==> config.mk <==
export PLATFORM = sky130hd
export DESIGN_NAME = rmst_ctrl
export DESIGN_NICKNAME = d
export VERILOG_FILES = /design/src/hdl/rmst_pkg.sv /design/src/hdl/rmst_ctrl.sv
export SDC_FILE = /design/constraint.sdc
export NUM_CORES = 1
export LEC_CHECK = 0
export BUFFER_PORTS_ARGS = -buffer_cell sky130_fd_sc_hd__buf_2
export CORE_AREA = 2 2 39 41
export DETAILED_ROUTE_END_ITERATION = 8
export DIE_AREA = 0 0 41 43
export SLEW_MARGIN = 20
export SYNTH_ARGS = -nofsm -noshare
export SYNTH_HDL_FRONTEND = slang
export SYNTH_SLANG_ARGS = --single-unit
==> constraint.sdc <==
create_clock -name clk -period 2.81 [get_ports clk]
set_clock_uncertainty 0.15 [all_clocks]
set_input_delay 0.562 -clock clk [delete_from_list [all_inputs] [get_ports clk]]
set_output_delay 0.562 -clock clk [all_outputs]
set_load 0.03 [all_outputs]
==> src/hdl/rmst_pkg.sv <==
package rmst_pkg;

  // widths fixed by the item formats
  localparam int VALUE_W = 32;
  localparam int FIELD_POS_W = 10;

  // operation codes
  localparam logic OP_WRITE = 1'b0;
  localparam logic OP_QUERY = 1'b1;

  // request item
  typedef struct packed {
    logic                      op;
    logic [FIELD_POS_W-1:0]    first_pos;
    logic [FIELD_POS_W-1:0]    last_pos;
    logic signed [VALUE_W-1:0] new_value;
  } req_t;

  // response item
  typedef struct packed {
    logic signed [VALUE_W-1:0] max_value;
    logic [FIELD_POS_W-1:0]    max_pos;
    logic                      bad_range;
  } rsp_t;

  // controller states
  typedef enum logic [2:0] {
    S_CLEAR,
    S_IDLE,
    S_CLIMB,
    S_WALK,
    S_DRAIN,
    S_REPLY
  } state_t;

  // controller to datapath
  typedef struct packed {
    logic clear_step;
    logic accept;
    logic climb;
    logic walk;
    logic reply_load;
  } cmd_t;

  // datapath to controller
  typedef struct packed {
    logic clear_last;
    logic climb_last;
    logic walk_more;
    logic req_query;
    logic req_bad;
    logic req_skip;
    logic out_free;
  } status_t;

endpackage

==> src/hdl/rmst_ctrl.sv <==
module rmst_ctrl (
  input  logic               clk,
  input  logic               rst,
  input  logic               req_valid,
  output logic               req_ready,
  input  rmst_pkg::status_t  st,
  output rmst_pkg::cmd_t     cmd
);

  rmst_pkg::state_t state;
  rmst_pkg::state_t state_next;

  // state register
  always_ff @(posedge clk) begin
    if (rst) begin
      state <= rmst_pkg::S_CLEAR;
    end else begin
      state <= state_next;
    end
  end

  // next state
  always_comb begin
    state_next = state;
    unique case (state)
      rmst_pkg::S_CLEAR: begin
        if (st.clear_last) begin
          state_next = rmst_pkg::S_IDLE;
        end
      end
      rmst_pkg::S_IDLE: begin
        if (req_valid) begin
          priority if (!st.req_query) begin
            state_next = st.req_skip ? rmst_pkg::S_IDLE : rmst_pkg::S_CLIMB;
          end else if (st.req_bad) begin
            state_next = rmst_pkg::S_REPLY;
          end else begin
            state_next = rmst_pkg::S_WALK;
          end
        end
      end
      rmst_pkg::S_CLIMB: begin
        if (st.climb_last) begin
          state_next = rmst_pkg::S_IDLE;
        end
      end
      rmst_pkg::S_WALK: begin
        if (!st.walk_more) begin
          state_next = rmst_pkg::S_DRAIN;
        end
      end
      rmst_pkg::S_DRAIN: begin
        state_next = rmst_pkg::S_REPLY;
      end
      rmst_pkg::S_REPLY: begin
        if (st.out_free) begin
          state_next = rmst_pkg::S_IDLE;
        end
      end
      default: begin
        state_next = rmst_pkg::S_IDLE;
      end
    endcase
  end

  // commands
  always_comb begin
    cmd = '0;
    req_ready = 1'b0;
    unique case (state)
      rmst_pkg::S_CLEAR: cmd.clear_step = 1'b1;
      rmst_pkg::S_IDLE: begin
        req_ready = 1'b1;
        cmd.accept = req_valid;
      end
      rmst_pkg::S_CLIMB: cmd.climb = 1'b1;
      rmst_pkg::S_WALK:  cmd.walk = 1'b1;
      rmst_pkg::S_DRAIN: cmd = '0;
      rmst_pkg::S_REPLY: cmd.reply_load = st.out_free;
      default: cmd = '0;
    endcase
  end

endmodule

# After elaboration in Yosys (flattened, before gate mapping)
# Index checks and enable logic that the tools add are counted.
totals:
  register_bits: 3
  inputBits: 10
  output_inout_bits: 6
  wordCells: 28
classes:
  eq_ne: 10
  mux: 15
  n_reduce_logical: 2
ops:
  columns: ["op", "count"]
  rows:
  - ["$mux 3", 7]
  - ["$pmux 3 s6", 1]
  - ["$ne 2x2->1 const B", 5]
  - ["$eq 3x2->1 const B", 2]
  - ["$eq 3x3->1 const B", 2]
  - ["$mux 1", 6]
  - ["$reduce_and 5->1", 1]
  - ["$eq 3x1->1 const B", 1]
  - ["$logic_not 3->1", 1]
  - ["$mux 2", 1]

# Logic depth before layout (Yosys ltp)
# Gate-level depths: netlist (run 1).
logic_depth:
  ltp_word: 4
  depth_mapped: 4
  depth_no_buf: 3

# Worst setup path after synthesis (run 1)
# No wires, ideal clock.
synth_path:
  path_type: "reg-to-output"
  from: "register state[1]"
  to: "output cmd[2] (netlist name)"
  t_arrival_ns: 1.166
  required_time_ns: 2.098
  slack_ns: 0.932
  stages_incl_launch_ff: 4
  n_path_buf: 1
  cell_sequence: "dfxtp_1 buf_4 inv_1 nor3_1"
synth_rtl:
  columns: ["element", "line_no", "source"]
  rows:
  - ["start: declaration", "rmst_ctrl.sv:10", "rmst_pkg::state_t state;"]
  - ["start signal: assignment", "rmst_ctrl.sv:16", "state <= rmst_pkg::S_CLEAR;"]
  - ["start signal: assignment", "rmst_ctrl.sv:18", "state <= state_next;"]
  - ["end: declaration", "rmst_ctrl.sv:7", "output rmst_pkg::cmd_t cmd"]

==> reports/qor.csv, run 1 <==
stage,metric,value,unit
run_status,status,completed,
sta,"Slew Viols, Final",0,
logic_synthesis,post-synthesis cell area,263,um2
setup_path,CP required,2100,ps
setup_path,worst-path fanout max,11,
clock_tree,clk root buf,clkbuf_4,
setup_path,r2r startpoint,state[1]$_SDFFE_PP0P_,
layout,Largest register FFs,3,
logic_synthesis,"Seq/Total Area, Yosys",22.9,%
clock_tree,CTS max path bufs,2,
setup_path,CP Depth,3,
setup_path,"slowest stage delay, CP",540,ps
floorplanning,IO Count,16,
setup_path,Critical Path End,cmd[2],
routing,Pre-antenna DRT Iters,4,
global_route,largest net degree at the start of global routing,12,
global_route,global-route wire length before repair,1010,um
layout,Area Overhead vs Synth,40.5,%
routing,Post-Route WL,647,um
layout,Regs by FF count,state x3,
placed_design,HPWL after DPL,498,um
global_route,GRT overflow,0,
layout,Layout Utilization,26.7,%
setup_path,Crit Path Class,reg -> out,
layout,Fillers,155,
clock_tree,Resize count post-CTS,0,
clock_tree,H-tree lvl count,1,
power_and_ir_drop,leakage power,0.161,nW
sta,unrepaired setup endpoints after global routing,false,
clock_tree,clock sink total,3,
layout,layout cell share with drive strength beyond 1,46.9,%
setup_path,end of the worst register-to-register path,state[1]$_SDFFE_PP0P_,
sta,worst slew pin tran,383,ps
clock_tree,Num CTS Buffers,3,
setup_path,CP Cell Sequence,inv_1 -> nor3_1 -> buf_2,
setup_path,WP data arrival,1270,ps
routing,DRT antenna net count,0,
floorplanning,die area,0.00176,mm2
sta,Max Freq,504,MHz
floorplanning,Initial Utilization,19.0,%
floorplanning,Die X,41,um
setup_path,"Buf+Inv Stages, Crit Path",2,
logic_synthesis,Synthesis Warnings,0,
layout,sequential standard cell area,60.1,um2
power_and_ir_drop,Worst VDD drop,268,uV
layout,footprint of the multi-input gates,184,um2
floorplanning,core area,0.00138,mm2
sta,Fin. Hold Viols,0,
sta,fin crit period,1980,ps
clock_tree,post-CTS setup buffer count,0,
floorplanning,FP Rows,14,
clock_tree,"Clk Latency, worst-skew pair",240,ps
placed_design,IO Port Bufs,15,
placed_design,Final GP Congestion,0.715,
logic_synthesis,Syn Inst Count,32,
sta,Final period util,70.6,%
clock_tree,CTS tree,done,
setup_path,"CP delay by family, top",flip-flops,
sta,endpoints failing setup,0,
global_route,vias in the first global route,228,
layout,Final nets,60,
job,max-capacitance violation count,0,
min_path,Hold Path Class,in -> reg,
clock_tree,cts hold-fix bufs,0,
setup_path,CP Capture Type,output port,
routing,DRT iter0 DRCs,6,
sta,worst hold slack,453,ps
logic_synthesis,syn nets,42,
setup_path,Setup crit start kind,register,
logic_synthesis,number of synthesized register bits,3,
setup_path,CP max stage cell,dfxtp_1,
logic_synthesis,Yosys cell types,19,
clock_tree,Worst-path clk slew,40,ps
floorplanning,die height,43,um
layout,# diodes,0,
setup_path,R2R Setup Slk,1390,ps
power_and_ir_drop,PD cells,467,mW/mm2
routing,Post-route DRC,0,
routing,via density per instance,4.48,
layout,register name with the most flops,state,
global_route,GRT Util Overall,9.35,%
sta,relative slew slack,74.4,%
setup_path,cells on worst reg2reg path,3,
sta,TNS Setup,0,ps
setup_path,CP Launch Point,state[1]$_SDFFE_PP0P_,
routing,via count,291,
placed_design,dpl ws,1030,ps
logic_synthesis,"Avg Cell Area, Syn",8.21,um2
global_route,initial antenna violation count,0,
sta,final worst slack,827,ps
routing,WL/cell,9.95,um
-- worst reg2reg max path, cell delays in order (launching register included) --
cell and delay [ps]:
dfxtp_1 540, and4bb_4 290, and2_1 130, a32o_1 200
-- synthesized netlist by cell type, drive strengths merged --
cell type	count	area, um2
a21boi	1	11.3
buf	2	15.0
nand2b	1	13.8
nor2	6	22.5
a211oi	1	7.51
dfxtp	3	60.1
mux2i	2	20.0
inv	1	3.75
o21a	1	7.51
and2	1	6.26
nand2	2	7.51
o21ai	2	10.0
and4bb	1	16.3
a2111oi	1	15.0
nor3	2	10.0
a21oi	3	18.8
or2b	1	7.51
a32o	1	10.0
-- per-stage QoR --
step	area, um2	power (mW)	cells
finish	369	0.172	65
global route	369	0.185	65
CTS	369	0.176	65
detailed placement	343	0.0946	61
global placement	343	0.0939	61
floorplan	263	0.0809	32
-- area by class of cell --
cell class | instances | area share (%)
Tap cell | 16 | 5.42
Timing Repair Buffer | 15 | 20.3
Clock buffer | 4 | 7.12
Multi-Input combinational cell | 26 | 49.8
Inverter | 1 | 1.02
Sequential cell | 3 | 16.3
-- worst min path at each step --
stage,startpoint,end,slack (ps),depth (start not counted)
after global routing,rst,state[2]$_SDFFE_PP0P_,460,3
after global placement,state[2]$_SDFFE_PP0P_,state[1]$_SDFFE_PP0P_,520,2
after detailed placement,state[2]$_SDFFE_PP0P_,state[1]$_SDFFE_PP0P_,520,2
after CTS,rst,state[2]$_SDFFE_PP0P_,450,3
after floorplan,state[2]$_SDFFE_PP0P_,state[1]$_SDFFE_PP0P_,460,2
final,rst,state[2]$_SDFFE_PP0P_,450,3
-- layout by cell type (no fill, tap or decap), types with 2 or more instances in the layout --
cell / instances
buf_2: 15
nor2_1: 6
clkbuf_4: 3
dfxtp_1: 3
nand2_1: 2
nor3_1: 2
o21ai_0: 2
mux2i_1: 2
a21oi_1: 2
-- where the power goes --
group          switching [mW]  leakage [nW]  internal, mW  total [mW]
Clock                  0.0252        0.0150        0.0534      0.0786
Combinational          0.0244         0.121        0.0184      0.0428
Sequential            0.00578        0.0246        0.0450      0.0507
Total                  0.0554         0.161         0.117       0.172
-- cells by family (layout without fill, tap and decap cells) --
group                  Yosys count  in the layout  share of synthesized area, %
DFF                              3              3                          22.9
AOI/OAI and AO/OA               10             10                          30.5
buffers and inverters            3             20                          7.14
muxes                            2              2                          7.62
and+or+nand+nor                 14             14                          31.9
-- metal layers --
layer | share of wire (%) | vias to the layer above | wire length, um | track usage, %
met4 | 1.5 | 0 | 10 | 4.00
met2 | 38 | 15 | 248 | 10.6
li1 | - | 149 | - | -
met3 | 13 | 3 | 83 | 7.85
met1 | 47 | 124 | 303 | 12.3
met5 | 0 | - | 0 | 0
Power figures use the tool's default switching activity.
==> run 2, diff against run 1 <==
==> constraint.sdc (replaced) <==
create_clock -name clk -period 1.9 [get_ports clk]
set_clock_uncertainty 0.15 [all_clocks]
set_input_delay 0.38 -clock clk [delete_from_list [all_inputs] [get_ports clk]]
set_output_delay 0.38 -clock clk [all_outputs]
set_load 0.03 [all_outputs]
==> reports/qor.csv, run 2 (same netlist as run 1, synthesis figures left out) <==
stage,metric,value,unit,change
setup_path,WP data arrival,1210,ps,was 1270 ps
clock_tree,"Clk Latency, worst-skew pair",230,ps,was 240 ps
layout,"most common cell after layout, fill and taps aside",buf_2,,unchanged
layout,# diodes,0,,unchanged
layout,most frequent cells in the layout,"15 x buf_2, 6 x nor2_1, 3 x clkbuf_4",,"was 15 x buf_2, 6 x nor2_1, 3 x clkbuf_4, 3 x dfxtp_1"
layout,layout cell share with drive strength beyond 1,49.0,%,was 46.9%
sta,TNS Setup,0,ps,unchanged
global_route,initial antenna violation count,0,,unchanged
routing,Post-Route WL,582,um,was 647 um
sta,endpoints failing setup,0,,unchanged
floorplanning,Die X,41,um,unchanged
floorplanning,IO Count,16,,unchanged
setup_path,"slowest stage delay, CP",420,ps,was 540 ps
placed_design,IO Port Bufs,15,,unchanged
routing,WL/cell,8.95,um,was 9.95 um
global_route,largest net degree at the start of global routing,12,,unchanged
clock_tree,Num CTS Buffers,3,,unchanged
routing,Pre-antenna DRT Iters,4,,unchanged
floorplanning,die height,43,um,unchanged
placed_design,dpl ws,364,ps,was 1030 ps
clock_tree,CTS tree,done,,unchanged
setup_path,CP Cell Sequence,or2b_1 -> nor2_1 -> buf_2,,was inv_1 -> nor3_1 -> buf_2
setup_path,r2r startpoint,state[1]$_SDFFE_PP0P_,,unchanged
setup_path,CP Launch Point,state[2]$_SDFFE_PP0P_,,was state[1]$_SDFFE_PP0P_
setup_path,"CP delay by family, top",flip-flops,,unchanged
power_and_ir_drop,PD cells,680,mW/mm2,was 467 mW/mm2
clock_tree,Worst-path clk slew,40,ps,about the same
global_route,global-route wire length before repair,1040,um,was 1010 um
clock_tree,cts hold-fix bufs,0,,unchanged
layout,Finished Layout Cells,65,,unchanged
sta,worst slew pin tran,333,ps,was 383 ps
global_route,GRT Util Overall,8.92,%,was 9.35%
setup_path,CP Capture Type,output port,,unchanged
setup_path,CP required,1370,ps,was 2100 ps
floorplanning,FP Rows,14,,unchanged
sta,Final period util,91.7,%,
routing,DRT antenna net count,0,,unchanged
sta,unrepaired setup endpoints after global routing,false,,unchanged
sta,Max Freq,574,MHz,
sta,"Slew Viols, Final",0,,unchanged
routing,via count,287,,was 291
layout,register name with the most flops,state,,unchanged
setup_path,CP max stage cell,dfxtp_1,,unchanged
global_route,vias in the first global route,276,,was 228
clock_tree,clock sink total,3,,unchanged
placed_design,Final GP Congestion,0.737,,was 0.715
power_and_ir_drop,Worst VDD drop,312,uV,was 268 uV
sta,Fin. Hold Viols,0,,unchanged
setup_path,R2R Setup Slk,620,ps,was 1390 ps
floorplanning,die area,0.00176,mm2,unchanged
layout,Layout Utilization,26.8,%,was 26.7%
clock_tree,clk root buf,clkbuf_4,,unchanged
power_and_ir_drop,leakage power,0.161,nW,about the same
setup_path,Crit Path Class,reg -> out,,unchanged
setup_path,"Buf+Inv Stages, Crit Path",1,,was 2
clock_tree,CTS max path bufs,2,,unchanged
routing,DRT iter0 DRCs,4,,was 6
global_route,GRT overflow,0,,unchanged
setup_path,worst-path fanout max,7,,was 11
floorplanning,core area,0.00138,mm2,unchanged
routing,Post-route DRC,0,,unchanged
setup_path,end of the worst register-to-register path,state[1]$_SDFFE_PP0P_,,unchanged
layout,Regs by FF count,state x3,,unchanged
clock_tree,post-CTS setup buffer count,0,,unchanged
job,max-capacitance violation count,0,,unchanged
sta,fin crit period,1740,ps,
setup_path,Critical Path End,cmd[0],,was cmd[2]
min_path,Hold Path Class,in -> reg,,unchanged
routing,via density per instance,4.42,,was 4.48
sta,relative slew slack,77.8,%,was 74.4%
setup_path,Setup crit start kind,register,,unchanged
setup_path,CP Depth,3,,unchanged
layout,Largest register FFs,3,,unchanged
placed_design,Cells after DPL,61,,unchanged
layout,Fillers,152,,was 155
layout,Area Overhead vs Synth,41.0,%,was 40.5%
run_status,status,completed,,unchanged
clock_tree,H-tree lvl count,1,,unchanged
placed_design,HPWL after DPL,483,um,was 498 um
power_and_ir_drop,total power,252,uW,was 172 uW
sta,final worst slack,157,ps,was 827 ps
setup_path,cells on worst reg2reg path,3,,unchanged
layout,Final nets,60,,unchanged
floorplanning,Initial Utilization,19.0,%,unchanged
[run 2: cell count changes in the layout (fill, tap and decap cells not counted)]
cell and change:
dfxtp_1 -1, dfxtp_2 +1
[run 2: what timing repair did]
item,4_1_cts,5_1_grt
setup endpoints to repair,0,1
endpoints found under the hold margin,0,0
resized for setup,0,1
[run 2: layer usage]
metal	vias up	GRT usage [%]	share of wire (%)
met3	0	4.71	14
met2	14	11.9	42
met5	-	0	0
li1	151	-	-
met1	122	10.5	44
met4	0	6.00	0
[run 2: worst min path at each step]
stage	cells past startpoint	to	startpoint	slack [ps]
6_report	3	state[2]$_SDFFE_PP0P_	rst	270
2_1_floorplan	2	state[2]$_SDFFE_PP0P_	rst	390
3_5_place_dp	2	state[1]$_SDFFE_PP0P_	state[2]$_SDFFE_PP0P_	510
4_1_cts	3	state[2]$_SDFFE_PP0P_	rst	260
3_3_place_gp	2	state[1]$_SDFFE_PP0P_	state[2]$_SDFFE_PP0P_	500
5_1_grt	3	state[2]$_SDFFE_PP0P_	rst	280
[run 2: per-stage QoR]
step | cell area [um2] | hold slack (ps)
3_3_place_gp | 343 | 503
3_5_place_dp | 343 | 513
5_1_grt | 370 | 279
4_1_cts | 369 | 262
6_report | 370 | 270
2_1_floorplan | 263 | 386
[run 2: area by class of cell]
cell class                 instances  area, um2  area share (%)
inverter                           1       3.75            1.01
multi-input combinational         26        184            49.7
sequential                         3       61.3            16.6
clock buffer                       4       26.3            7.09
tap                               16       20.0            5.41
timing repair buffer              15       75.1            20.3
[run 2: where the power goes]
part	internal [mW]	switching [mW]
Combinational	0.0272	0.0358
Sequential	0.0666	0.00800
Clock	0.0789	0.0354
[run 2: worst reg2reg max path, stage by stage, from the launching register on]
cell and delay (ps):
dfxtp_2 430, and4bb_4 260, and2_1 130, a32o_1 200
